===== config.mk =====
export PLATFORM = sky130hd
export DESIGN_NAME = pulse_train_chunk_packer
export DESIGN_NICKNAME = d
export VERILOG_FILES = /design/src/rtl/core/ptcp_pkg.sv /design/src/rtl/core/ptcp_fifo.sv /design/src/rtl/core/ptcp_front.sv /design/src/rtl/core/ptcp_back.sv /design/src/rtl/core/pulse_train_chunk_packer.sv
export SDC_FILE = /design/constraint.sdc
export NUM_CORES = 1
export LEC_CHECK = 0
export BUFFER_PORTS_ARGS = -buffer_cell sky130_fd_sc_hd__buf_2
export CAP_MARGIN = 20
export CORE_MARGIN = 2
export CORE_UTILIZATION = 55
export CTS_CLUSTER_SIZE = 8
export DETAILED_ROUTE_END_ITERATION = 8
export PLACE_DENSITY_LB_ADDON = 0.12
export SETUP_SLACK_MARGIN = 0.05
export SLEW_MARGIN = 30
export SYNTH_ARGS = -nofsm -noshare
export SYNTH_HDL_FRONTEND = slang
export SYNTH_SLANG_ARGS = --single-unit

===== constraint.sdc =====
create_clock -name clock -period 13.2 [get_ports clock]
set_clock_uncertainty 0.1 [all_clocks]
set_input_delay 0.66 -clock clock [delete_from_list [all_inputs] [get_ports clock]]
set_output_delay 0.66 -clock clock [all_outputs]
set_load 0.02 [all_outputs]

===== src/rtl/core/ptcp_pkg.sv =====
// ----------------------------------------------------------------------------
// ptcp_pkg
// Shared types and constants of the pulse train chunk packer: pulse command
// passed from front to back, result item, and chunk limits.
// ----------------------------------------------------------------------------
package ptcp_pkg;

   // field widths
   localparam int unsigned DUR_W   = 16;
   localparam int unsigned CHUNK_W = 15;

   // longest chunk in ticks, and the clamp on one pulse (three chunks)
   localparam int unsigned MAX_CHUNK = 32767;
   localparam logic [DUR_W:0] PULSE_CAP = (DUR_W + 1)'(3 * MAX_CHUNK);

   // default queue depths
   localparam int unsigned CMD_DEPTH_DEF = 2;
   localparam int unsigned RSP_DEPTH_DEF = 2;

   // one classified pulse, as the back part consumes it
   typedef struct packed {
      logic             level;
      logic [DUR_W-1:0] duration;
      logic             last;
   } cmd_type;

   // one packed two-half result item
   typedef struct packed {
      logic               first_level;
      logic [CHUNK_W-1:0] first_duration;
      logic               second_level;
      logic [CHUNK_W-1:0] second_duration;
      logic               last_item;
   } item_type;

endpackage


===== src/rtl/core/ptcp_fifo.sv =====
// ----------------------------------------------------------------------------
// ptcp_fifo
// Small register queue with push/full and pop/empty sides; the head entry is
// shown on rd_data while empty is low.
// ----------------------------------------------------------------------------
module ptcp_fifo #(
   parameter int unsigned WIDTH = 8,
   parameter int unsigned DEPTH = 2
) (
   input  logic             clock,
   input  logic             reset,
   input  logic             push,
   input  logic [WIDTH-1:0] wr_data,
   output logic             full,
   input  logic             pop,
   output logic             empty,
   output logic [WIDTH-1:0] rd_data
);

   localparam int unsigned PTR_W = (DEPTH > 1) ? $clog2(DEPTH) : 1;
   localparam int unsigned CNT_W = $clog2(DEPTH + 1);

   logic [WIDTH-1:0] mem_ff [DEPTH];
   logic [PTR_W-1:0] wr_ptr_ff;
   logic [PTR_W-1:0] rd_ptr_ff;
   logic [CNT_W-1:0] count_ff;
   logic             do_push;
   logic             do_pop;

   assign full    = (count_ff == CNT_W'(DEPTH));
   assign empty   = (count_ff == '0);
   assign do_push = push & ~full;
   assign do_pop  = pop & ~empty;
   assign rd_data = mem_ff[rd_ptr_ff];

   // store the pushed entry
   always_ff @(posedge clock) begin
      if (do_push) begin
         mem_ff[wr_ptr_ff] <= wr_data;
      end
   end

   // advance pointers and occupancy
   always_ff @(posedge clock) begin
      if (reset) begin
         wr_ptr_ff <= '0;
         rd_ptr_ff <= '0;
         count_ff  <= '0;
      end else begin
         if (do_push) begin
            wr_ptr_ff <= (wr_ptr_ff == PTR_W'(DEPTH - 1)) ? '0 : wr_ptr_ff + 1'b1;
         end
         if (do_pop) begin
            rd_ptr_ff <= (rd_ptr_ff == PTR_W'(DEPTH - 1)) ? '0 : rd_ptr_ff + 1'b1;
         end
         if (do_push && !do_pop) begin
            count_ff <= count_ff + 1'b1;
         end else if (do_pop && !do_push) begin
            count_ff <= count_ff - 1'b1;
         end
      end
   end

endmodule


===== src/rtl/core/ptcp_front.sv =====
// ----------------------------------------------------------------------------
// ptcp_front
// Accepts pulse requests, tracks the train and its alternating level, cleans
// up the duration (zero to one, clamp to three chunks) and issues commands.
// ----------------------------------------------------------------------------
module ptcp_front (
   input  logic                      clock,
   input  logic                      reset,
   input  logic                      csr_wr_en,
   input  logic                      csr_wr_data,
   input  logic                      req_accept,
   input  logic [ptcp_pkg::DUR_W-1:0] req_pulse_duration,
   input  logic                      req_last_pulse,
   output ptcp_pkg::cmd_type         cmd_data
);

   logic                       start_level_ff;
   logic                       level_ff;
   logic                       level_in;
   logic                       in_train_ff;
   logic                       in_train_in;
   logic                       pulse_level;
   logic [ptcp_pkg::DUR_W-1:0] dur_nz;
   logic [ptcp_pkg::DUR_W-1:0] dur_eff;

   // pick the level: a new train starts at the configured level
   assign pulse_level = in_train_ff ? level_ff : start_level_ff;
   assign level_in    = ~pulse_level;
   assign in_train_in = ~req_last_pulse;

   // zero counts as one tick; clamp so at most three chunks arise
   always_comb begin
      dur_nz = (req_pulse_duration == '0) ? ptcp_pkg::DUR_W'(1) : req_pulse_duration;
      dur_eff = dur_nz;
      if ({1'b0, dur_nz} > ptcp_pkg::PULSE_CAP) begin
         dur_eff = ptcp_pkg::PULSE_CAP[ptcp_pkg::DUR_W-1:0];
      end
   end

   assign cmd_data.level    = pulse_level;
   assign cmd_data.duration = dur_eff;
   assign cmd_data.last     = req_last_pulse;

   // hold the configuration register
   always_ff @(posedge clock) begin
      if (reset) begin
         start_level_ff <= 1'b1;
      end else if (csr_wr_en) begin
         start_level_ff <= csr_wr_data;
      end
   end

   // advance the train state per accepted request
   always_ff @(posedge clock) begin
      if (reset) begin
         level_ff    <= 1'b0;
         in_train_ff <= 1'b0;
      end else if (req_accept) begin
         level_ff    <= level_in;
         in_train_ff <= in_train_in;
      end
   end

endmodule


===== src/rtl/core/ptcp_back.sv =====
// ----------------------------------------------------------------------------
// ptcp_back
// Cuts each pulse command into chunks, one per cycle unless a due item meets a
// full result queue, and pairs them into two-half result items, holding an odd chunk over.
// ----------------------------------------------------------------------------
module ptcp_back (
   input  logic                clock,
   input  logic                reset,
   input  logic                cmd_empty,
   input  ptcp_pkg::cmd_type   cmd_data,
   output logic                cmd_pop,
   input  logic                item_full,
   output logic                item_push,
   output ptcp_pkg::item_type  item_data
);

   localparam logic [ptcp_pkg::DUR_W-1:0] MAX_DUR = ptcp_pkg::DUR_W'(ptcp_pkg::MAX_CHUNK);

   logic                         busy_ff;
   logic                         busy_in;
   logic [ptcp_pkg::DUR_W-1:0]   rem_ff;
   logic [ptcp_pkg::DUR_W-1:0]   rem_in;
   logic                         level_ff;
   logic                         last_ff;
   logic                         pend_valid_ff;
   logic                         pend_valid_in;
   logic                         pend_level_ff;
   logic [ptcp_pkg::CHUNK_W-1:0] pend_dur_ff;

   logic                         active;
   logic                         src_level;
   logic                         src_last;
   logic [ptcp_pkg::DUR_W-1:0]   src_rem;
   logic [ptcp_pkg::DUR_W-1:0]   chunk;
   logic                         final_chunk;
   logic                         emit;
   logic                         step;

   // work from the queue head on the first chunk, from registers after that
   assign active    = busy_ff | ~cmd_empty;
   assign src_rem   = busy_ff ? rem_ff   : cmd_data.duration;
   assign src_level = busy_ff ? level_ff : cmd_data.level;
   assign src_last  = busy_ff ? last_ff  : cmd_data.last;

   // take one chunk off the pulse
   assign chunk       = (src_rem > MAX_DUR) ? MAX_DUR : src_rem;
   assign rem_in      = src_rem - chunk;
   assign final_chunk = (rem_in == '0);

   // an item goes out when a chunk pairs up, or on the train's final chunk
   assign emit    = pend_valid_ff | (final_chunk & src_last);
   assign step    = active & (~emit | ~item_full);
   assign cmd_pop = step & ~busy_ff;
   assign busy_in = ~final_chunk;
   assign item_push = step & emit;
   assign pend_valid_in = ~emit;

   // build the item from the held chunk and the new one
   always_comb begin
      if (pend_valid_ff) begin
         item_data.first_level     = pend_level_ff;
         item_data.first_duration  = pend_dur_ff;
         item_data.second_level    = src_level;
         item_data.second_duration = chunk[ptcp_pkg::CHUNK_W-1:0];
         item_data.last_item       = final_chunk & src_last;
      end else begin
         item_data.first_level     = src_level;
         item_data.first_duration  = chunk[ptcp_pkg::CHUNK_W-1:0];
         item_data.second_level    = 1'b0;
         item_data.second_duration = '0;
         item_data.last_item       = 1'b1;
      end
   end

   // advance the chunk sequencer
   always_ff @(posedge clock) begin
      if (reset) begin
         busy_ff       <= 1'b0;
         pend_valid_ff <= 1'b0;
      end else if (step) begin
         busy_ff       <= busy_in;
         pend_valid_ff <= pend_valid_in;
      end
   end

   // hold the pulse remainder and the odd chunk
   always_ff @(posedge clock) begin
      if (step) begin
         rem_ff   <= rem_in;
         level_ff <= src_level;
         last_ff  <= src_last;
         if (!emit) begin
            pend_level_ff <= src_level;
            pend_dur_ff   <= chunk[ptcp_pkg::CHUNK_W-1:0];
         end
      end
   end

   // a pulse in progress always has ticks left
   a_busy_rem: assert property (@(posedge clock) disable iff (reset)
      busy_ff |-> rem_ff != '0)
      else $error("chunk sequencer busy with no ticks left");

   // a train's final chunk leaves nothing held over
   a_flush: assert property (@(posedge clock) disable iff (reset)
      (step && final_chunk && src_last) |=> !pend_valid_ff && !busy_ff)
      else $error("held chunk survived the end of a train");

   // every item carries a nonempty first half
   a_first_nonzero: assert property (@(posedge clock) disable iff (reset)
      item_push |-> item_data.first_duration != '0)
      else $error("item with empty first half");

   // an empty second half appears only on the train's last item
   a_single_last: assert property (@(posedge clock) disable iff (reset)
      (item_push && item_data.second_duration == '0) |-> item_data.last_item)
      else $error("single-chunk item not marked last");

endmodule


===== src/rtl/core/pulse_train_chunk_packer.sv =====
// ----------------------------------------------------------------------------
// pulse_train_chunk_packer
// Splits a train of pulse durations into chunks and packs them in pairs into
// two-half level/duration items.
// ----------------------------------------------------------------------------
// Path: an accepted request is registered in the command queue; the back part
//   cuts its chunks from the queue head and writes each finished item into the
//   result queue, whose head entry is shown on the rsp_ ports while empty is low.
// Throughput: the back part cuts one chunk per cycle, stalling while an item is due
//   and the result queue is full; ceil(duration / MAX_CHUNK) chunks per pulse, one to three (two or fewer below 65535).
// Reset: synchronous; empties both queues, ends any train, start_level = 1.
// ----------------------------------------------------------------------------
module pulse_train_chunk_packer #(
   parameter int unsigned CMD_DEPTH = ptcp_pkg::CMD_DEPTH_DEF,
   parameter int unsigned RSP_DEPTH = ptcp_pkg::RSP_DEPTH_DEF
) (
   input  logic                          clock,
   input  logic                          reset,
   input  logic                          csr_wr_en,
   input  logic                          csr_wr_data,
   input  logic                          push,
   output logic                          full,
   input  logic [ptcp_pkg::DUR_W-1:0]    req_pulse_duration,
   input  logic                          req_last_pulse,
   output logic                          empty,
   input  logic                          pop,
   output logic                          rsp_first_level,
   output logic [ptcp_pkg::CHUNK_W-1:0]  rsp_first_duration,
   output logic                          rsp_second_level,
   output logic [ptcp_pkg::CHUNK_W-1:0]  rsp_second_duration,
   output logic                          rsp_last_item
);

   localparam int unsigned CMD_W  = $bits(ptcp_pkg::cmd_type);
   localparam int unsigned ITEM_W = $bits(ptcp_pkg::item_type);

   logic               req_accept;
   ptcp_pkg::cmd_type  front_cmd;
   ptcp_pkg::cmd_type  head_cmd;
   logic [CMD_W-1:0]   head_cmd_bits;
   logic               cmd_empty;
   logic               cmd_pop;
   logic               item_full;
   logic               item_push;
   ptcp_pkg::item_type item_data;
   ptcp_pkg::item_type rsp_item;
   logic [ITEM_W-1:0]  rsp_item_bits;

   assign req_accept = push & ~full;

   // classify requests
   ptcp_front u_front (
      .clock              (clock),
      .reset              (reset),
      .csr_wr_en          (csr_wr_en),
      .csr_wr_data        (csr_wr_data),
      .req_accept         (req_accept),
      .req_pulse_duration (req_pulse_duration),
      .req_last_pulse     (req_last_pulse),
      .cmd_data           (front_cmd)
   );

   // decouple front and back
   ptcp_fifo #(
      .WIDTH (CMD_W),
      .DEPTH (CMD_DEPTH)
   ) u_cmd_q (
      .clock   (clock),
      .reset   (reset),
      .push    (push),
      .wr_data (front_cmd),
      .full    (full),
      .pop     (cmd_pop),
      .empty   (cmd_empty),
      .rd_data (head_cmd_bits)
   );

   assign head_cmd = ptcp_pkg::cmd_type'(head_cmd_bits);

   // chunk and pair
   ptcp_back u_back (
      .clock     (clock),
      .reset     (reset),
      .cmd_empty (cmd_empty),
      .cmd_data  (head_cmd),
      .cmd_pop   (cmd_pop),
      .item_full (item_full),
      .item_push (item_push),
      .item_data (item_data)
   );

   // hold finished items for the consumer
   ptcp_fifo #(
      .WIDTH (ITEM_W),
      .DEPTH (RSP_DEPTH)
   ) u_rsp_q (
      .clock   (clock),
      .reset   (reset),
      .push    (item_push),
      .wr_data (item_data),
      .full    (item_full),
      .pop     (pop),
      .empty   (empty),
      .rd_data (rsp_item_bits)
   );

   assign rsp_item            = ptcp_pkg::item_type'(rsp_item_bits);
   assign rsp_first_level     = rsp_item.first_level;
   assign rsp_first_duration  = rsp_item.first_duration;
   assign rsp_second_level    = rsp_item.second_level;
   assign rsp_second_duration = rsp_item.second_duration;
   assign rsp_last_item       = rsp_item.last_item;

endmodule


* Word level (Yosys, flattened, before mapping)
Memory sizes are Yosys's and may differ from the RTL's. A register that Yosys moved wholly into a read port is not among the register bits.
Index checks and enable logic that the tools add are counted.
** Word-level totals
- Bits in registers :: 47
- Memories kept :: 2
- Memory bits (writable) :: 102
- Input port bits :: 23
- Word-level logic and storage cells :: 90
** Operators by class
- Add/subtract/negate cells :: 9
- Eq/ne operators :: 2
- Magnitude comparators :: 2
- Reductions and logical operators :: 15
- Mux-type cells :: 24
- Bitwise logic cells :: 20
** Memories
- u_rsp_q.mem_ff :: words 2, bits a word 33, read ports 1, clocked after Yosys merged registers in 1, write ports 1, line ptcp_fifo.sv:23 : logic [WIDTH-1:0] mem_ff [DEPTH];
- u_cmd_q.mem_ff :: words 2, bits a word 18, read ports 1, clocked after Yosys merged registers in 1, write ports 1, line ptcp_fifo.sv:23
** Operators by type and width (count)
- 16-bit two-way mux :: 4
- 33-bit two-way mux :: 1
- 16-bit zero test :: 2
- 16-bit by 17-bit greater-than comparator with 1-bit output (second input constant) :: 1
- 16-bit by 15-bit greater-than comparator with 1-bit output (second input constant) :: 1
- 16-bit subtractor :: 1
- 1-bit two-way mux :: 15
- 1-bit NOT :: 9
- 1-bit AND :: 8
- 2-bit two-way mux :: 4
- 1-bit adder (second input constant) :: 4
- 2-bit by 1-bit adder with 2-bit output (second input constant) :: 2
- 2-bit == test (second input constant) :: 2
- 1-bit logical AND :: 4
- 1-bit zero test :: 4
- 2-bit zero test :: 2
- 2-bit nonzero test :: 2
- 2-bit by 1-bit subtractor with 2-bit output (second input constant) :: 2
- 1-bit bitwise OR :: 3
- 2-bit AND reduction :: 1

* Longest topological paths before layout
- Depth in word-level cells :: 16
- Mapped depth :: 19
- Gate-level depth less buffers :: 17

* Modules after synthesis
A second synthesis with hierarchy kept.
** Second synthesis, totals
- Cells, all modules :: 454
- Area, all modules :: 6712.7 um2
** By module, submodules not included
- ptcp_fifo (u_rsp_q) :: cells each 128, instances 1, area an instance 2591.2 um2, seq. area each 2082.0 um2
- ptcp_back :: cells each 211, instances 1, area an instance 2367.3 um2, seq. area each 1061.0 um2
- ptcp_fifo (u_cmd_q) :: cells each 81, instances 1, area an instance 1514.0 um2, seq. area each 1181.1 um2
- ptcp_front :: cells each 33, instances 1, area an instance 226.5 um2, seq. area each 60.1 um2
- pulse_train_chunk_packer :: cells each 1, instances 1, area an instance 13.8 um2, seq. area each 0.0 um2

* Worst setup path after synthesis
No wires, ideal clock.
- Path kind :: register to register
- From :: register with a tool-made name
- To :: memory u_rsp_q.mem_ff[1][0] (netlist bit) (enable)
- Arrival :: 5.335 ns
- Data required time :: 12.629 ns
- Stages on the path, launching flop included :: 16
- Setup time :: 0.471 ns
- Path slack :: 7.293 ns
- Cell sequence :: dfxtp_1 > buf_6 > buf_4 > mux2i_1 > o21ai_1 > clkbuf_1 > nand2_1 > ha_1 > inv_1 > nor4_1 > o21ai_0 > o311ai_0 > nor4_1 > and3_2 > a21oi_2 > nor3b_1
** RTL lines (line)
- end, declared :: ptcp_fifo.sv:23

* Worst setup path after layout
- From :: register u_back.busy_ff
- To :: register u_back.rem_ff[7] (netlist bit) (enable)
** Between the ends
- Longest elaborated chain between the ends :: 10
** RTL lines
- start, declared :: line ptcp_back.sv:19 : logic busy_ff;
- start signal, assigned :: line ptcp_back.sv:81 : busy_ff <= busy_in;
- 16-bit two-way mux * :: line ptcp_back.sv:41 : assign src_rem = busy_ff ? rem_ff : cmd_data.duration;
- 16-bit by 15-bit greater-than comparator with 1-bit output :: line ptcp_back.sv:46 : assign chunk = (src_rem > MAX_DUR) ? MAX_DUR : src_rem;
- 16-bit two-way mux :: line ptcp_back.sv:46
- 16-bit subtractor * :: line ptcp_back.sv:47 : assign rem_in = src_rem - chunk;
- named net u_back.rem_in, one bit :: line ptcp_back.sv:22 : logic [ptcp_pkg::DUR_W-1:0] rem_in;
- 16-bit zero test * :: line ptcp_back.sv:48 : assign final_chunk = (rem_in == '0);
- 1-bit AND * :: line ptcp_back.sv:51 : assign emit = pend_valid_ff | (final_chunk & src_last);
- 1-bit bitwise OR * :: line ptcp_back.sv:51
- 1-bit NOT * :: line ptcp_back.sv:52 : assign step = active & (~emit | ~item_full);
- 1-bit bitwise OR * :: line ptcp_back.sv:52
- 1-bit AND * :: line ptcp_back.sv:52
- end signal, assigned :: line ptcp_back.sv:89 : rem_ff <= rem_in;
- end, declared :: line ptcp_back.sv:21 : logic [ptcp_pkg::DUR_W-1:0] rem_ff;
Mark *: on every way through the listed nets, which the timed path passes. The rest lies on a longest branch.
A chain may end at the register's enable or synchronous reset.

==> flow_summary.toml <==
[detailed_routing]
drtAntennaViolNets = 0
wl_per_cell_um = 16.9
totalWireLength_um = 12000
detail_route.first_pass.iterations = 5
drt-vias-per-instance = 5.59
vias = 3974
detail_route.iter0.violations = 336
number_of_remaining_drc_errors = 0

[timing]
setup-violations-final = 0
setup_total_negative_slack_ns = 0
period_minus_slack_ns = 4.86
max_clock_freq_mhz = 206
slew-limit-headroom_pct = 40.4
timing_max_transition_violations_final = 0
grt_setup_unrepaired = "false"
timing_worst_slew_pin_value_ns = 0.894
fin_crit_sh_pct = 36.8
report.final.hold_viol_count = 0

[clock_network]
clock_insertion_delay_worst_skew_ns = 0.42
numClockSinks = 151
cts.path.max_buffers = 2
tritoncts_clock_tree = "yes"
htree_num_levels = 4
tritoncts.num_buffers = 17
post_cts_buffers = 0
cts-root-buf = "clkbuf_16"
cts_repair_resize_count = 0
cts.hold.buffers_added = 0
clock_transition_time_at_the_flip_flop_clock_pins_of_the_worst_setup_and_hold_paths_ns = 0.06

[power_and_ir_drop]
power.ir.vdd_worst_mv = 0.120
power.static_leakage_nw = 2.75
power.density_nw_per_um2 = 259

[yosys]
syn-num-nets = 510
synth-warning-count = 0
postSynthRegisterBits = 151
ys.flop_type = "edfxtp_1"
synth_top_cells_by_area = "edfxtp_1, mux2_2, dfxtp_1, mux2i_1, nand2_1"
synth_edf_count = 136
synthArstFlopShare_pct = 0
post-synth-top-area-cell = "edfxtp_1"
synth_top_area_share_pct = 60.1
ys_types = 63
netlist_area_um2 = 6800
synth_seq_area_share_pct = 64.5
syn_inst = 484
avgSynthCellArea_um2 = 14.0

[floorplanning]
floorplan.die.height_um = 115
core_region_um2 = 12100
placementRows = 40
die_area_um2 = 13300
start_util_pct = 56.4
num_io_pins = 58
dieWidth_um = 115

[layout]
finish.cell_count_without_fillers = 711
final_net_count = 558
layout-drive-gt1-share_pct = 30.4
layout-area-overhead-vs-synth_pct = 13.9
n_diodes = 0
layout_commonest_cell = "edfxtp_1"
commonest_non_fill_non_tap_cells_in_the_layout = "edfxtp_1, buf_2, mux2_2"

[hold_path]
min_path_type = "in -> reg"

[setup_path]
worst_ep_arrival_time_ns = 4.80
critPathMaxStageDelay_ns = 0.79
element_type_at_the_critical_path_start = "flop"
worst_path_max_delay_cell = "o21ba_1"
crit_required_ns = 13.14
critPathCaptureType = "flop"
worst_path_maximum_fanout = 26
cp_cell_sequence = "buf_4 -> mux2i_1 -> nor4_4 -> nand4_1 -> nor4b_2 -> nor4_1 -> and3_2 -> a21oi_2 -> o21ba_1"
crit_type = "reg -> reg"

[place]
io_buffer_count = 57
hpwlAfterDp_um = 7980
globalplace.congestion = 0.869
number_of_instances_in_the_placed_design = 681

[global_routing]
grt_max_degree = 42
grt_antenna_before_repair = 0
grt_pass1_wl_um = 19100
first_global_vias = 3774
grt_usage_pct = 19.3
gr_ovfl_total = 0

[run]
cap_viol_max_count = 0

[status]
status = "complete, no violations"
==> stage by stage <==
step	setup slack [ns]	instance area (um^2)	utilization, %	total power [mW]	hold WS (ns)
3_3_place_gp	8.29	7200	59.7	1.54	0.353
5_1_grt	7.98	7740	64.2	2.12	0.337
2_1_floorplan	7.29	6800	-	1.37	0.337
3_5_place_dp	8.11	7200	59.7	1.57	0.367
6_report	8.34	7740	64.2	2.01	0.345
4_1_cts	8.07	7740	64.2	2.02	0.318
==> worst paths after layout <==
kind / from / end / slack [ns] / depth (start not counted)
worst max-delay path: u_back.busy_ff$_SDFFE_PP0N_ / u_back.rem_ff[7]$_DFFE_PN_ / 8.34 / 9
worst min register to register: u_front.start_level_ff$_SDFFE_PP1P_ / u_front.start_level_ff$_SDFFE_PP1P_ / 0.38 / 2
worst min-delay path: req_pulse_duration[2] / u_cmd_q.mem_ff[1][3]$_DFFE_PP_ / 0.34 / 1
worst max register to register: u_back.busy_ff$_SDFFE_PP0N_ / u_back.rem_ff[7]$_DFFE_PN_ / 8.34 / 9
==> Yosys cell counts, drive strengths merged (2+ instances only) <==
| library cell | n |
|---|---|
| edfxtp | 136 |
| mux2 | 59 |
| nand2 | 38 |
| clkbuf | 27 |
| mux2i | 22 |
| nor2 | 20 |
| and2 | 18 |
| dfxtp | 15 |
| a21oi | 14 |
| o21ai | 14 |
| inv | 12 |
| nor4 | 10 |
| buf | 8 |
| nor3 | 7 |
| xor2 | 6 |
| and3 | 5 |
| nor2b | 5 |
| a31oi | 4 |
| nand4 | 4 |
| nor4b | 4 |
| o21a | 4 |
| o311ai | 4 |
| or3 | 4 |
| xnor2 | 4 |
| a211oi | 3 |
| a41o | 3 |
| ha | 3 |
| nand2b | 3 |
| nand3 | 3 |
| nand3b | 3 |
| nor3b | 3 |
| o211ai | 3 |
| a311oi | 2 |
| o21bai | 2 |
| o22ai | 2 |
==> report_power, final <==
part	internal [mW]	total, mW	switching, mW
sequential	0.738	0.796	0.0582
clock	0.273	0.449	0.176
combinational	0.283	0.763	0.480
total	1.29	2.01	0.714
==> layer usage <==
| layer | global-route usage, % | vias to the layer above | routed length [um] |
|---|---|---|---|
| met1 | 25.4 | 1931 | 5410 |
| met3 | 4.96 | 13 | 563 |
| met5 | 0 | - | 0 |
| met2 | 30.5 | 112 | 5840 |
| li1 | - | 1918 | - |
| met4 | 8.19 | 0 | 189 |
==> kinds of logic (layout without fill, tap and decap cells) <==
family                   Yosys count  count (layout)  share of synthesized area (%)
flip-flops                       151             151                           64.5
AND/OR/NAND/NOR                  130             130                           11.1
multiplexers                      81              81                           13.3
AO/OA/AOI/OAI                     62              62                           6.22
buffers and inverters             47             106                           3.02
XOR/XNOR                          10              10                           1.29
adder cells (fa/ha/maj)            3               3                          0.552
==> critical path, delay by kind of cell (launching register included) <==
family	cells	cell delay, ns
and+or+nand+nor	5	1.79
AOI/OAI and AO/OA	2	1.13
DFF	1	0.69
buffers and inverters	1	0.43
muxes	1	0.32
==> sequential cells by signal (all words and copies together) (netlist names), 2 cells and up, named ones only <==
name / flops
u_back.pend_dur_ff: 15
u_back.rem_ff: 16
u_cmd_q.count_ff: 2
u_cmd_q.mem_ff: 36
u_rsp_q.count_ff: 2
u_rsp_q.mem_ff: 66
==> area by class of cell <==
class                      instances  area, um^2
fill                             902        4320
tap                              168         210
inverter                          12        45.0
clock inverter                    10         108
timing repair buffer              64         338
sequential                       151        4390
clock buffer                      20         437
multi-input combinational        286        2220
Note: power is estimated with default switching activity, not from simulation.
